--- config.mk ---
export PLATFORM = sky130hd
export DESIGN_NAME = lamp_mode_pattern_sequencer
export DESIGN_NICKNAME = d
export VERILOG_FILES = /design/src/rtl/core/lmps_pkg.sv /design/src/rtl/core/lamp_mode_pattern_sequencer.sv /design/src/rtl/core/lmps_cfg_regs.sv /design/src/rtl/core/lmps_seq.sv
export SDC_FILE = /design/constraint.sdc
export NUM_CORES = 1
export LEC_CHECK = 0
export ABC_AREA = 1
export CORE_MARGIN = 8
export CORE_UTILIZATION = 57
export DETAILED_ROUTE_END_ITERATION = 6
export DONT_BUFFER_PORTS = 1
export GPL_TIMING_DRIVEN = 1
export PLACE_DENSITY = 0.72
export SYNTH_ARGS = -nofsm -noshare
export SYNTH_HDL_FRONTEND = slang
export SYNTH_SLANG_ARGS = --single-unit
--- constraint.sdc ---
create_clock -name clk -period 11.4 [get_ports clk]
set_clock_uncertainty 0.1 [all_clocks]
set_input_delay 0 -clock clk [delete_from_list [all_inputs] [get_ports clk]]
set_output_delay 0 -clock clk [all_outputs]
set_load 0.01 [all_outputs]
--- src/rtl/core/lmps_pkg.sv ---
// ----------------------------------------------------------------------------
// Lamp mode pattern sequencer package
// Shared mode codes, register indexes, widths, bundle types and helpers.
// ----------------------------------------------------------------------------
`default_nettype none

package lmps_pkg;

  // Width of the tick counter inside one pattern element.
  localparam int CNT_W = 8;
  localparam int CNT_MAX = (1 << CNT_W) - 1;

  // Pattern step width and pattern lengths.
  localparam int STEP_W = 6;
  localparam logic [STEP_W-1:0] SOS_STEPS = STEP_W'(19);
  localparam logic [STEP_W-1:0] SOS_WORD_STEP = STEP_W'(18);
  localparam logic [STEP_W-1:0] STROBE_STEPS = STEP_W'(2);
  localparam logic [STEP_W-1:0] FADE_LEVELS = STEP_W'(21);
  localparam logic [STEP_W-1:0] FADE_STEPS = STEP_W'(42);

  localparam logic [7:0] LEVEL_FULL = 8'd255;
  localparam logic [7:0] LEVEL_DARK = 8'd0;

  // Lamp modes, same encoding as the new_mode field.
  typedef enum logic [2:0] {
    MODE_OFF    = 3'd0,
    MODE_ON     = 3'd1,
    MODE_SOS    = 3'd2,
    MODE_STROBE = 3'd3,
    MODE_FADE   = 3'd4
  } mode_t;

  // Configuration register indexes.
  localparam int CFG_IDX_W = 3;
  typedef enum logic [CFG_IDX_W-1:0] {
    REG_BRIGHTNESS = 3'd0,
    REG_DOT        = 3'd1,
    REG_DASH       = 3'd2,
    REG_GAP        = 3'd3,
    REG_WORD_GAP   = 3'd4,
    REG_STROBE     = 3'd5,
    REG_FADE_STEP  = 3'd6
  } cfg_reg_t;

  // Item codes.
  localparam logic ACT_TICK   = 1'b0;
  localparam logic ACT_SELECT = 1'b1;

  // Configuration seen by the sequencer: precomputed steady level and
  // raw duration registers.
  typedef struct packed {
    logic [7:0] on_level;
    logic [7:0] dot_units;
    logic [7:0] dash_units;
    logic [7:0] gap_units;
    logic [7:0] word_gap_units;
    logic [7:0] strobe_half_units;
    logic [7:0] fade_step_units;
  } cfg_t;

  // One result item.
  typedef struct packed {
    logic [7:0] intensity;
    logic       lamp_lit;
    logic [2:0] active_mode;
  } res_t;

  // Duration register to element length in ticks: zero means one tick,
  // and values beyond the counter range saturate.
  function automatic logic [CNT_W-1:0] clamp_dur(input logic [7:0] d);
    logic [CNT_W-1:0] r;
    if (d == 8'd0) begin
      r = CNT_W'(1);
    end else if (32'(d) > CNT_MAX) begin
      r = CNT_W'(CNT_MAX);
    end else begin
      r = CNT_W'(d);
    end
    return r;
  endfunction

  // Number of pattern steps of a patterned mode.
  function automatic logic [STEP_W-1:0] step_count(input mode_t m);
    logic [STEP_W-1:0] r;
    unique case (m)
      MODE_SOS:    r = SOS_STEPS;
      MODE_STROBE: r = STROBE_STEPS;
      default:     r = FADE_STEPS;
    endcase
    return r;
  endfunction

endpackage

`default_nettype wire

--- src/rtl/core/lamp_mode_pattern_sequencer.sv ---
// ----------------------------------------------------------------------------
// Lamp mode pattern sequencer
// Tick and mode-select items in, one lamp intensity result out per item.
// ----------------------------------------------------------------------------
// Each accepted item (a time tick or a mode select) produces exactly one
// result: the lamp intensity, a lit flag and the running mode after that
// item. The state update and the level are computed combinationally from the
// pattern registers, and the result lands in an output register the next
// cycle, so the block accepts one item every cycle; input is stalled only
// while a finished result waits in the output register and the output side
// is stalled. Configuration registers are written through a plain write
// port; writing them only while no item is in flight is left to the user.
`default_nettype none

module lamp_mode_pattern_sequencer
  import lmps_pkg::*;
(
  input  wire logic                 clk,
  input  wire logic                 rst,
  input  wire logic                 in_valid,
  output logic                      in_stall,
  input  wire logic                 action,
  input  wire logic [2:0]           new_mode,
  output logic                      out_valid,
  input  wire logic                 out_stall,
  output logic [7:0]                intensity,
  output logic                      lamp_lit,
  output logic [2:0]                active_mode,
  input  wire logic                 cfg_wr_en,
  input  wire logic [CFG_IDX_W-1:0] cfg_index,
  input  wire logic [7:0]           cfg_data
);

  cfg_t cfg;
  res_t result;
  logic accept;
  logic out_valid_next;

  // Input is taken whenever the output register is free or being emptied.
  assign in_stall = out_valid && out_stall;
  assign accept = in_valid && !in_stall;

  lmps_cfg_regs u_cfg (
    .clk       (clk),
    .rst       (rst),
    .cfg_wr_en (cfg_wr_en),
    .cfg_index (cfg_index),
    .cfg_data  (cfg_data),
    .cfg       (cfg)
  );

  lmps_seq u_seq (
    .clk      (clk),
    .rst      (rst),
    .accept   (accept),
    .action   (action),
    .new_mode (new_mode),
    .cfg      (cfg),
    .result   (result)
  );

  // Output valid flag.
  always_comb begin
    out_valid_next = out_valid;
    if (accept) begin
      out_valid_next = 1'b1;
    end else if (!out_stall) begin
      out_valid_next = 1'b0;
    end
  end

  always_ff @(posedge clk) begin
    if (rst) begin
      out_valid <= 1'b0;
    end else begin
      out_valid <= out_valid_next;
    end
  end

  // Result payload register.
  always_ff @(posedge clk) begin
    if (accept) begin
      intensity <= result.intensity;
      lamp_lit <= result.lamp_lit;
      active_mode <= result.active_mode;
    end
  end

`ifndef ASSERT_OFF
  // An accepted item always leaves a result behind.
  a_accept_result: assert property (@(posedge clk) disable iff (rst)
    accept |=> out_valid)
    else $error("accepted item produced no result");

  // The lit flag follows the intensity.
  a_lit_flag: assert property (@(posedge clk) disable iff (rst)
    out_valid |-> (lamp_lit == (intensity != 8'd0)))
    else $error("lit flag disagrees with intensity");

  // A valid select shows the selected mode.
  a_select_mode: assert property (@(posedge clk) disable iff (rst)
    (accept && action == ACT_SELECT && new_mode <= MODE_FADE) |=>
      (active_mode == $past(new_mode)))
    else $error("select did not take effect");
`endif

endmodule

`default_nettype wire

--- src/rtl/core/lmps_cfg_regs.sv ---
// ----------------------------------------------------------------------------
// Lamp sequencer configuration registers
// Holds the duration registers and the precomputed steady-on lamp level.
// ----------------------------------------------------------------------------
`default_nettype none

module lmps_cfg_regs
  import lmps_pkg::*;
(
  input  wire logic                 clk,
  input  wire logic                 rst,
  input  wire logic                 cfg_wr_en,
  input  wire logic [CFG_IDX_W-1:0] cfg_index,
  input  wire logic [7:0]           cfg_data,
  output cfg_t                      cfg
);

  logic [6:0]  pct_sat;
  logic [14:0] scaled;
  logic [27:0] recip;
  logic [7:0]  on_level_next;

  // Steady level is 255*p/100; divide by 100 via multiply by 5243 >> 19,
  // which is exact for numerators below 43690.
  always_comb begin
    pct_sat = (cfg_data[6:0] > 7'd100) ? 7'd100 : cfg_data[6:0];
    scaled = ({pct_sat, 8'd0}) - 15'(pct_sat);
    recip = 28'(scaled) * 28'd5243;
    on_level_next = recip[26:19];
  end

  // Register file with reset defaults.
  always_ff @(posedge clk) begin
    if (rst) begin
      cfg.on_level <= 8'd204;
      cfg.dot_units <= 8'd4;
      cfg.dash_units <= 8'd12;
      cfg.gap_units <= 8'd4;
      cfg.word_gap_units <= 8'd16;
      cfg.strobe_half_units <= 8'd1;
      cfg.fade_step_units <= 8'd1;
    end else if (cfg_wr_en) begin
      unique case (cfg_index)
        REG_BRIGHTNESS: cfg.on_level <= on_level_next;
        REG_DOT:        cfg.dot_units <= cfg_data;
        REG_DASH:       cfg.dash_units <= cfg_data;
        REG_GAP:        cfg.gap_units <= cfg_data;
        REG_WORD_GAP:   cfg.word_gap_units <= cfg_data;
        REG_STROBE:     cfg.strobe_half_units <= cfg_data;
        REG_FADE_STEP:  cfg.fade_step_units <= cfg_data;
        default: begin
        end
      endcase
    end
  end

endmodule

`default_nettype wire

--- src/rtl/core/lmps_seq.sv ---
// ----------------------------------------------------------------------------
// Lamp sequencer pattern state
// Mode, pattern step and tick counter with their single-pass update, and
// the lamp level that follows from the updated state.
// ----------------------------------------------------------------------------
`default_nettype none

module lmps_seq
  import lmps_pkg::*;
(
  input  wire logic       clk,
  input  wire logic       rst,
  input  wire logic       accept,
  input  wire logic       action,
  input  wire logic [2:0] new_mode,
  input  cfg_t            cfg,
  output res_t            result
);

  mode_t             current_mode;
  mode_t             current_mode_next;
  logic [STEP_W-1:0] pattern_step;
  logic [STEP_W-1:0] pattern_step_next;
  logic [CNT_W-1:0]  unit_count;
  logic [CNT_W-1:0]  unit_count_next;

  logic [STEP_W-1:0] n_steps;
  logic [STEP_W-1:0] ps;
  logic [STEP_W-1:0] ps_inc;
  logic [STEP_W-2:0] flash_idx;
  logic [CNT_W-1:0]  cnt_inc;
  logic [CNT_W-1:0]  elem_len;
  logic              patterned;
  logic [4:0]        fade_k;
  logic [9:0]        fade_prod;
  logic [7:0]        level;

  assign patterned = (current_mode == MODE_SOS) || (current_mode == MODE_STROBE) ||
                     (current_mode == MODE_FADE);

  // Length of the current pattern element in ticks.
  always_comb begin
    n_steps = step_count(current_mode);
    ps = (pattern_step >= n_steps) ? '0 : pattern_step;
    flash_idx = ps[STEP_W-1:1];
    unique case (current_mode)
      MODE_SOS: begin
        if (ps >= SOS_WORD_STEP) begin
          elem_len = clamp_dur(cfg.word_gap_units);
        end else if (ps[0]) begin
          elem_len = clamp_dur(cfg.gap_units);
        end else if (flash_idx >= (STEP_W-1)'(3) && flash_idx <= (STEP_W-1)'(5)) begin
          elem_len = clamp_dur(cfg.dash_units);
        end else begin
          elem_len = clamp_dur(cfg.dot_units);
        end
      end
      MODE_STROBE: elem_len = clamp_dur(cfg.strobe_half_units);
      default:     elem_len = clamp_dur(cfg.fade_step_units);
    endcase
  end

  // Next state: known selects restart, ticks step a running pattern.
  always_comb begin
    current_mode_next = current_mode;
    pattern_step_next = pattern_step;
    unit_count_next = unit_count;
    cnt_inc = unit_count + CNT_W'(1);
    ps_inc = ps + STEP_W'(1);
    if (action == ACT_SELECT) begin
      if (new_mode <= MODE_FADE) begin
        current_mode_next = mode_t'(new_mode);
        pattern_step_next = '0;
        unit_count_next = '0;
      end
    end else if (patterned) begin
      if (cnt_inc >= elem_len) begin
        unit_count_next = '0;
        pattern_step_next = (ps_inc >= n_steps) ? '0 : ps_inc;
      end else begin
        unit_count_next = cnt_inc;
        pattern_step_next = ps;
      end
    end
  end

  // Fade level: 255*(5k)/100 equals 51k/4 rounded down.
  always_comb begin
    if (pattern_step_next < FADE_LEVELS) begin
      fade_k = pattern_step_next[4:0];
    end else if (pattern_step_next < FADE_STEPS) begin
      fade_k = 5'(FADE_STEPS - STEP_W'(1) - pattern_step_next);
    end else begin
      fade_k = 5'd20;
    end
    fade_prod = 10'(fade_k) * 10'd51;
  end

  // Lamp level of the updated state.
  always_comb begin
    unique case (current_mode_next)
      MODE_ON:     level = cfg.on_level;
      MODE_SOS:    level = (pattern_step_next < SOS_WORD_STEP && !pattern_step_next[0]) ?
                           LEVEL_FULL : LEVEL_DARK;
      MODE_STROBE: level = (pattern_step_next == '0) ? LEVEL_FULL : LEVEL_DARK;
      MODE_FADE:   level = (fade_prod[9:2] == 8'd0) ? LEVEL_DARK : fade_prod[9:2];
      default:     level = LEVEL_DARK;
    endcase
    result.intensity = level;
    result.lamp_lit = (level != LEVEL_DARK);
    result.active_mode = current_mode_next;
  end

  // State registers, updated once per accepted item.
  always_ff @(posedge clk) begin
    if (rst) begin
      current_mode <= MODE_OFF;
      pattern_step <= '0;
      unit_count <= '0;
    end else if (accept) begin
      current_mode <= current_mode_next;
      pattern_step <= pattern_step_next;
      unit_count <= unit_count_next;
    end
  end

`ifndef ASSERT_OFF
  // The step stays inside the running pattern.
  a_step_bound: assert property (@(posedge clk) disable iff (rst)
    patterned |-> pattern_step < step_count(current_mode))
    else $error("pattern step beyond pattern length");

  // Steady modes keep the pattern state cleared.
  a_steady_clear: assert property (@(posedge clk) disable iff (rst)
    (current_mode == MODE_OFF || current_mode == MODE_ON) |->
      (pattern_step == '0 && unit_count == '0))
    else $error("steady mode with pattern state");

  // A tick never changes the mode.
  a_tick_keeps_mode: assert property (@(posedge clk) disable iff (rst)
    (accept && action == ACT_TICK) |=> $stable(current_mode))
    else $error("tick changed the mode");
`endif

endmodule

`default_nettype wire

==> metrics list <==
- The run finished with clean final reports.
- Total Routed Length: 21,030 µm
* Total of warnings raised by yosys: 0
- Setup Total Neg Slack: 0 ps
* Detail Placement HPWL: 17,010 µm
* Number of pins with negative max-slew slack in the final report: 0
- TritonCTS clock tree: built
- For this run, the register share of the synthesized area comes to 20.32%.
- In this run the worst path has a maximum fanout of 13.
* Grt met2 use: 38.03%
- Chip width: 142.1 µm
* Initial Util: 57.69%
- Once detail routing completed, the nets flagged for antenna violations numbered 0.
* Synthesized instance count: 1,177
- In this run the clock root is driven by a clkbuf_16.
* Leakage power of the design: 5.082 nW
- The min-delay analysis places its worst path in the category input pin to register.
- Share of flip-flops with an asynchronous set or reset: 0%
- The via count of the first global-routing pass was 7,575.
- Layout cell share with drive strength beyond 1: 6.025%
* Final worst slack: 1875 ps
- For this block, the initial DRC count from the detailed router was 379.
- Post-detailed-route DRC marker count: 0
- STA classifies the critical path startpoint as a register.
- Counting distinct cell types in the post-synthesis netlist gives 55.
- Vias: 7,578
* Cell with the largest stage delay on the worst path: nor2_1
- After detailed placement, the total cell area comes to 9283 µm².
* Initial antenna violation count: 0
* Crit path arrival time: 9540 ps
* Placeable Area: 15,710 µm²
- Across the run, the number of max-cap violations was 0.
- Worst Setup Path Type: register to register
- Timing analysis after detailed placement gives a worst setup slack of 2047 ps.
- Based on the critical path, the design can be clocked at up to 105.0 MHz.
- Period Utilization, post-route: 83.56%
- DR vias/cell: 5.371
- Global-route wire length before repair: 36,060 µm
- Time the final worst path needs with I/O delays and setup: 9525 ps
- Syn nets: 1,399
- Actual slew at the worst max-slew pin: 1004 ps
* Dominant register cell in the synthesized netlist: dfxtp_1
- In this run, synthesis produced a sequential element count of 86.
- At the later pin of the worst-skew pair, clock insertion delay measures 350 ps.
- Clock tree synthesis found a total of 86 sinks.
* Top Ports: 34
- The number of antenna diodes in the final layout is 0.
- Counting flops with a built-in enable in the synthesized netlist gives 12.
* Met1 Resource Use GR: 27.40%
* Final non-filler cell area: 9786 µm²
- Total of buffers placed on input and output ports: 0
- Commonest non-fill, non-tap cell in the layout: inv_1
* GRT met3 Usage: 3.287%
- Resized Gates After CTS: 0
- The worst-case IR drop observed on VDD is 388.7 µV.
- Critical Path End Type: register
* Final nets: 1,412
* Count of endpoints failing hold in the final timing report: 0
- Y dimension of the die: 142.1 µm
* Unrepaired setup endpoints after global routing: false
* P&R area growth vs syn: 7.950%
* Most frequent cells in the layout: 247 x inv_1, 140 x nand2_1, 134 x ha_1
* Avg Synthesized Cell Area: 7.702 µm²
- After clock tree synthesis, the clock-pin slew on the worst setup and hold paths is 70 ps.
- Power per cell area: 217.1 nW/µm²
* Leftover overflow at the end of global routing: 0
- At the worst endpoint, the required time is 11,410 ps.
* Final setup violation count: 0
* Maximum single-stage delay on the critical path: 640 ps
* Global-route usage over all layers: 22.06%
* Per-cell routed wire length: 14.91 µm
- After global routing, the most crowded layer is met2.
- Number of buffers created by CTS: 9
- In this run the cell area of the synthesized design comes to 9065 µm².
- Entering global routing, the biggest net connects 46 pins.
- Maximum buffer depth of the clock tree: 2
- Site row count: 46
- Die outline area: 20,200 µm²
* First drt pass iteration count: 5
- H-tree levels: 3
- In this run the tightest slew margin relative to its limit is 32.82%.
- Global placement routability congestion: 0.9460
## critical path: cells and delay by family (launching register included)
kind	cells	cell delay (ps)
buffers and inverters	12	1300
adder cells (fa/ha/maj)	7	2210
AND/OR/NAND/NOR	23	3370
AO/OA/AOI/OAI	13	1980
flip-flops	1	330
## synthesized netlist by cell type, drive strengths merged (2+ instances only)
master | number | share of area, %
or2 | 5 | 0.35
nand4 | 11 | 0.83
o31ai | 2 | 0.17
nor4 | 8 | 0.55
dfxtp | 74 | 16
o221ai | 5 | 0.48
xor2 | 13 | 1.3
edfxtp | 12 | 4.0
o211ai | 10 | 0.83
a31o | 2 | 0.19
a32o | 2 | 0.22
nand3b | 3 | 0.25
xnor2 | 7 | 0.68
nand3 | 40 | 2.4
nor2 | 114 | 5.1
fa | 68 | 15
ha | 134 | 18
buf | 7 | 0.58
o21a | 2 | 0.17
nor3 | 11 | 0.61
a221oi | 3 | 0.29
nand2 | 155 | 6.9
inv | 257 | 11
o21ai | 100 | 5.6
clkbuf | 16 | 0.66
a22oi | 5 | 0.41
a211oi | 3 | 0.25
a21oi | 95 | 5.7
## flip-flops by register name, summed over array words and instances (netlist names)
| name | flops |
|---|---|
| u_seq.current_mode | 3 |
| active_mode | 3 |
| out_valid | 1 |
| u_seq.unit_count | 8 |
| lamp_lit | 1 |
| u_seq.pattern_step | 6 |
| u_cfg.cfg | 56 |
| intensity | 8 |
## logic make-up after synthesis
family / after synthesis / share of synthesized area, %
fa+ha+maj: 202 / 33.51
buf+inv: 281 / 11.93
simple gates: 350 / 17.23
compound gates: 237 / 14.98
mux: 1 / 0.1104
xor+xnor: 20 / 1.932
flops: 86 / 20.32
## area by class of cell
type                       count  area [µm²]
sequential                    86        1842
multi-input combinational    810        6142
clock inverter                 4       75.07
inverter                     258       968.4
timing repair buffer          25       230.2
clock buffer                  12       257.7
fill                        1443        5927
tap                          216       270.3
## per-stage QoR
step	cells	total power, mW	utilization, %	hold WS (ps)
floorplan	1177	1.450	-	27.11
global placement	1378	1.760	59.08	-26.94
detailed placement	1378	1.791	59.08	-25.05
CTS	1411	2.143	62.28	4.276
global route	1411	2.393	62.28	41.39
finish	1411	2.124	62.28	6.789
## power breakdown
| group | switching, mW | internal (mW) |
|---|---|---|
| clock network | 0.129 | 0.207 |
| registers | 0.0162 | 0.327 |
| logic | 0.856 | 0.589 |
## layer usage
metal  routed length [µm]  vias up
met5                    0        -
met4                  485        0
met3                  827       43
met2                10280      172
met1                 9437     3518
li1                     -     3845
## final timing paths
| kind | slack (ps) | depth (start not counted) | start | end |
|---|---|---|---|---|
| worst min register to register | 370 | 2 | u_cfg.cfg[0]$_SDFFE_PP1P_ | u_cfg.cfg[0]$_SDFFE_PP1P_ |
| worst max-delay path | 1870 | 55 | u_seq.current_mode[1]$_SDFFE_PP0P_ | lamp_lit$_DFFE_PP_ |
| worst min-delay path | 7 | 5 | new_mode[1] | active_mode[2]$_DFFE_PP_ |
| worst max register to register | 1870 | 55 | u_seq.current_mode[1]$_SDFFE_PP0P_ | lamp_lit$_DFFE_PP_ |
## timing repair
action,in CTS,in global routing
buffers inserted,0,0
hold buffers,17,0
hold endpoints to repair,77,0
No activity file was read; power rests on OpenSTA's default activity.
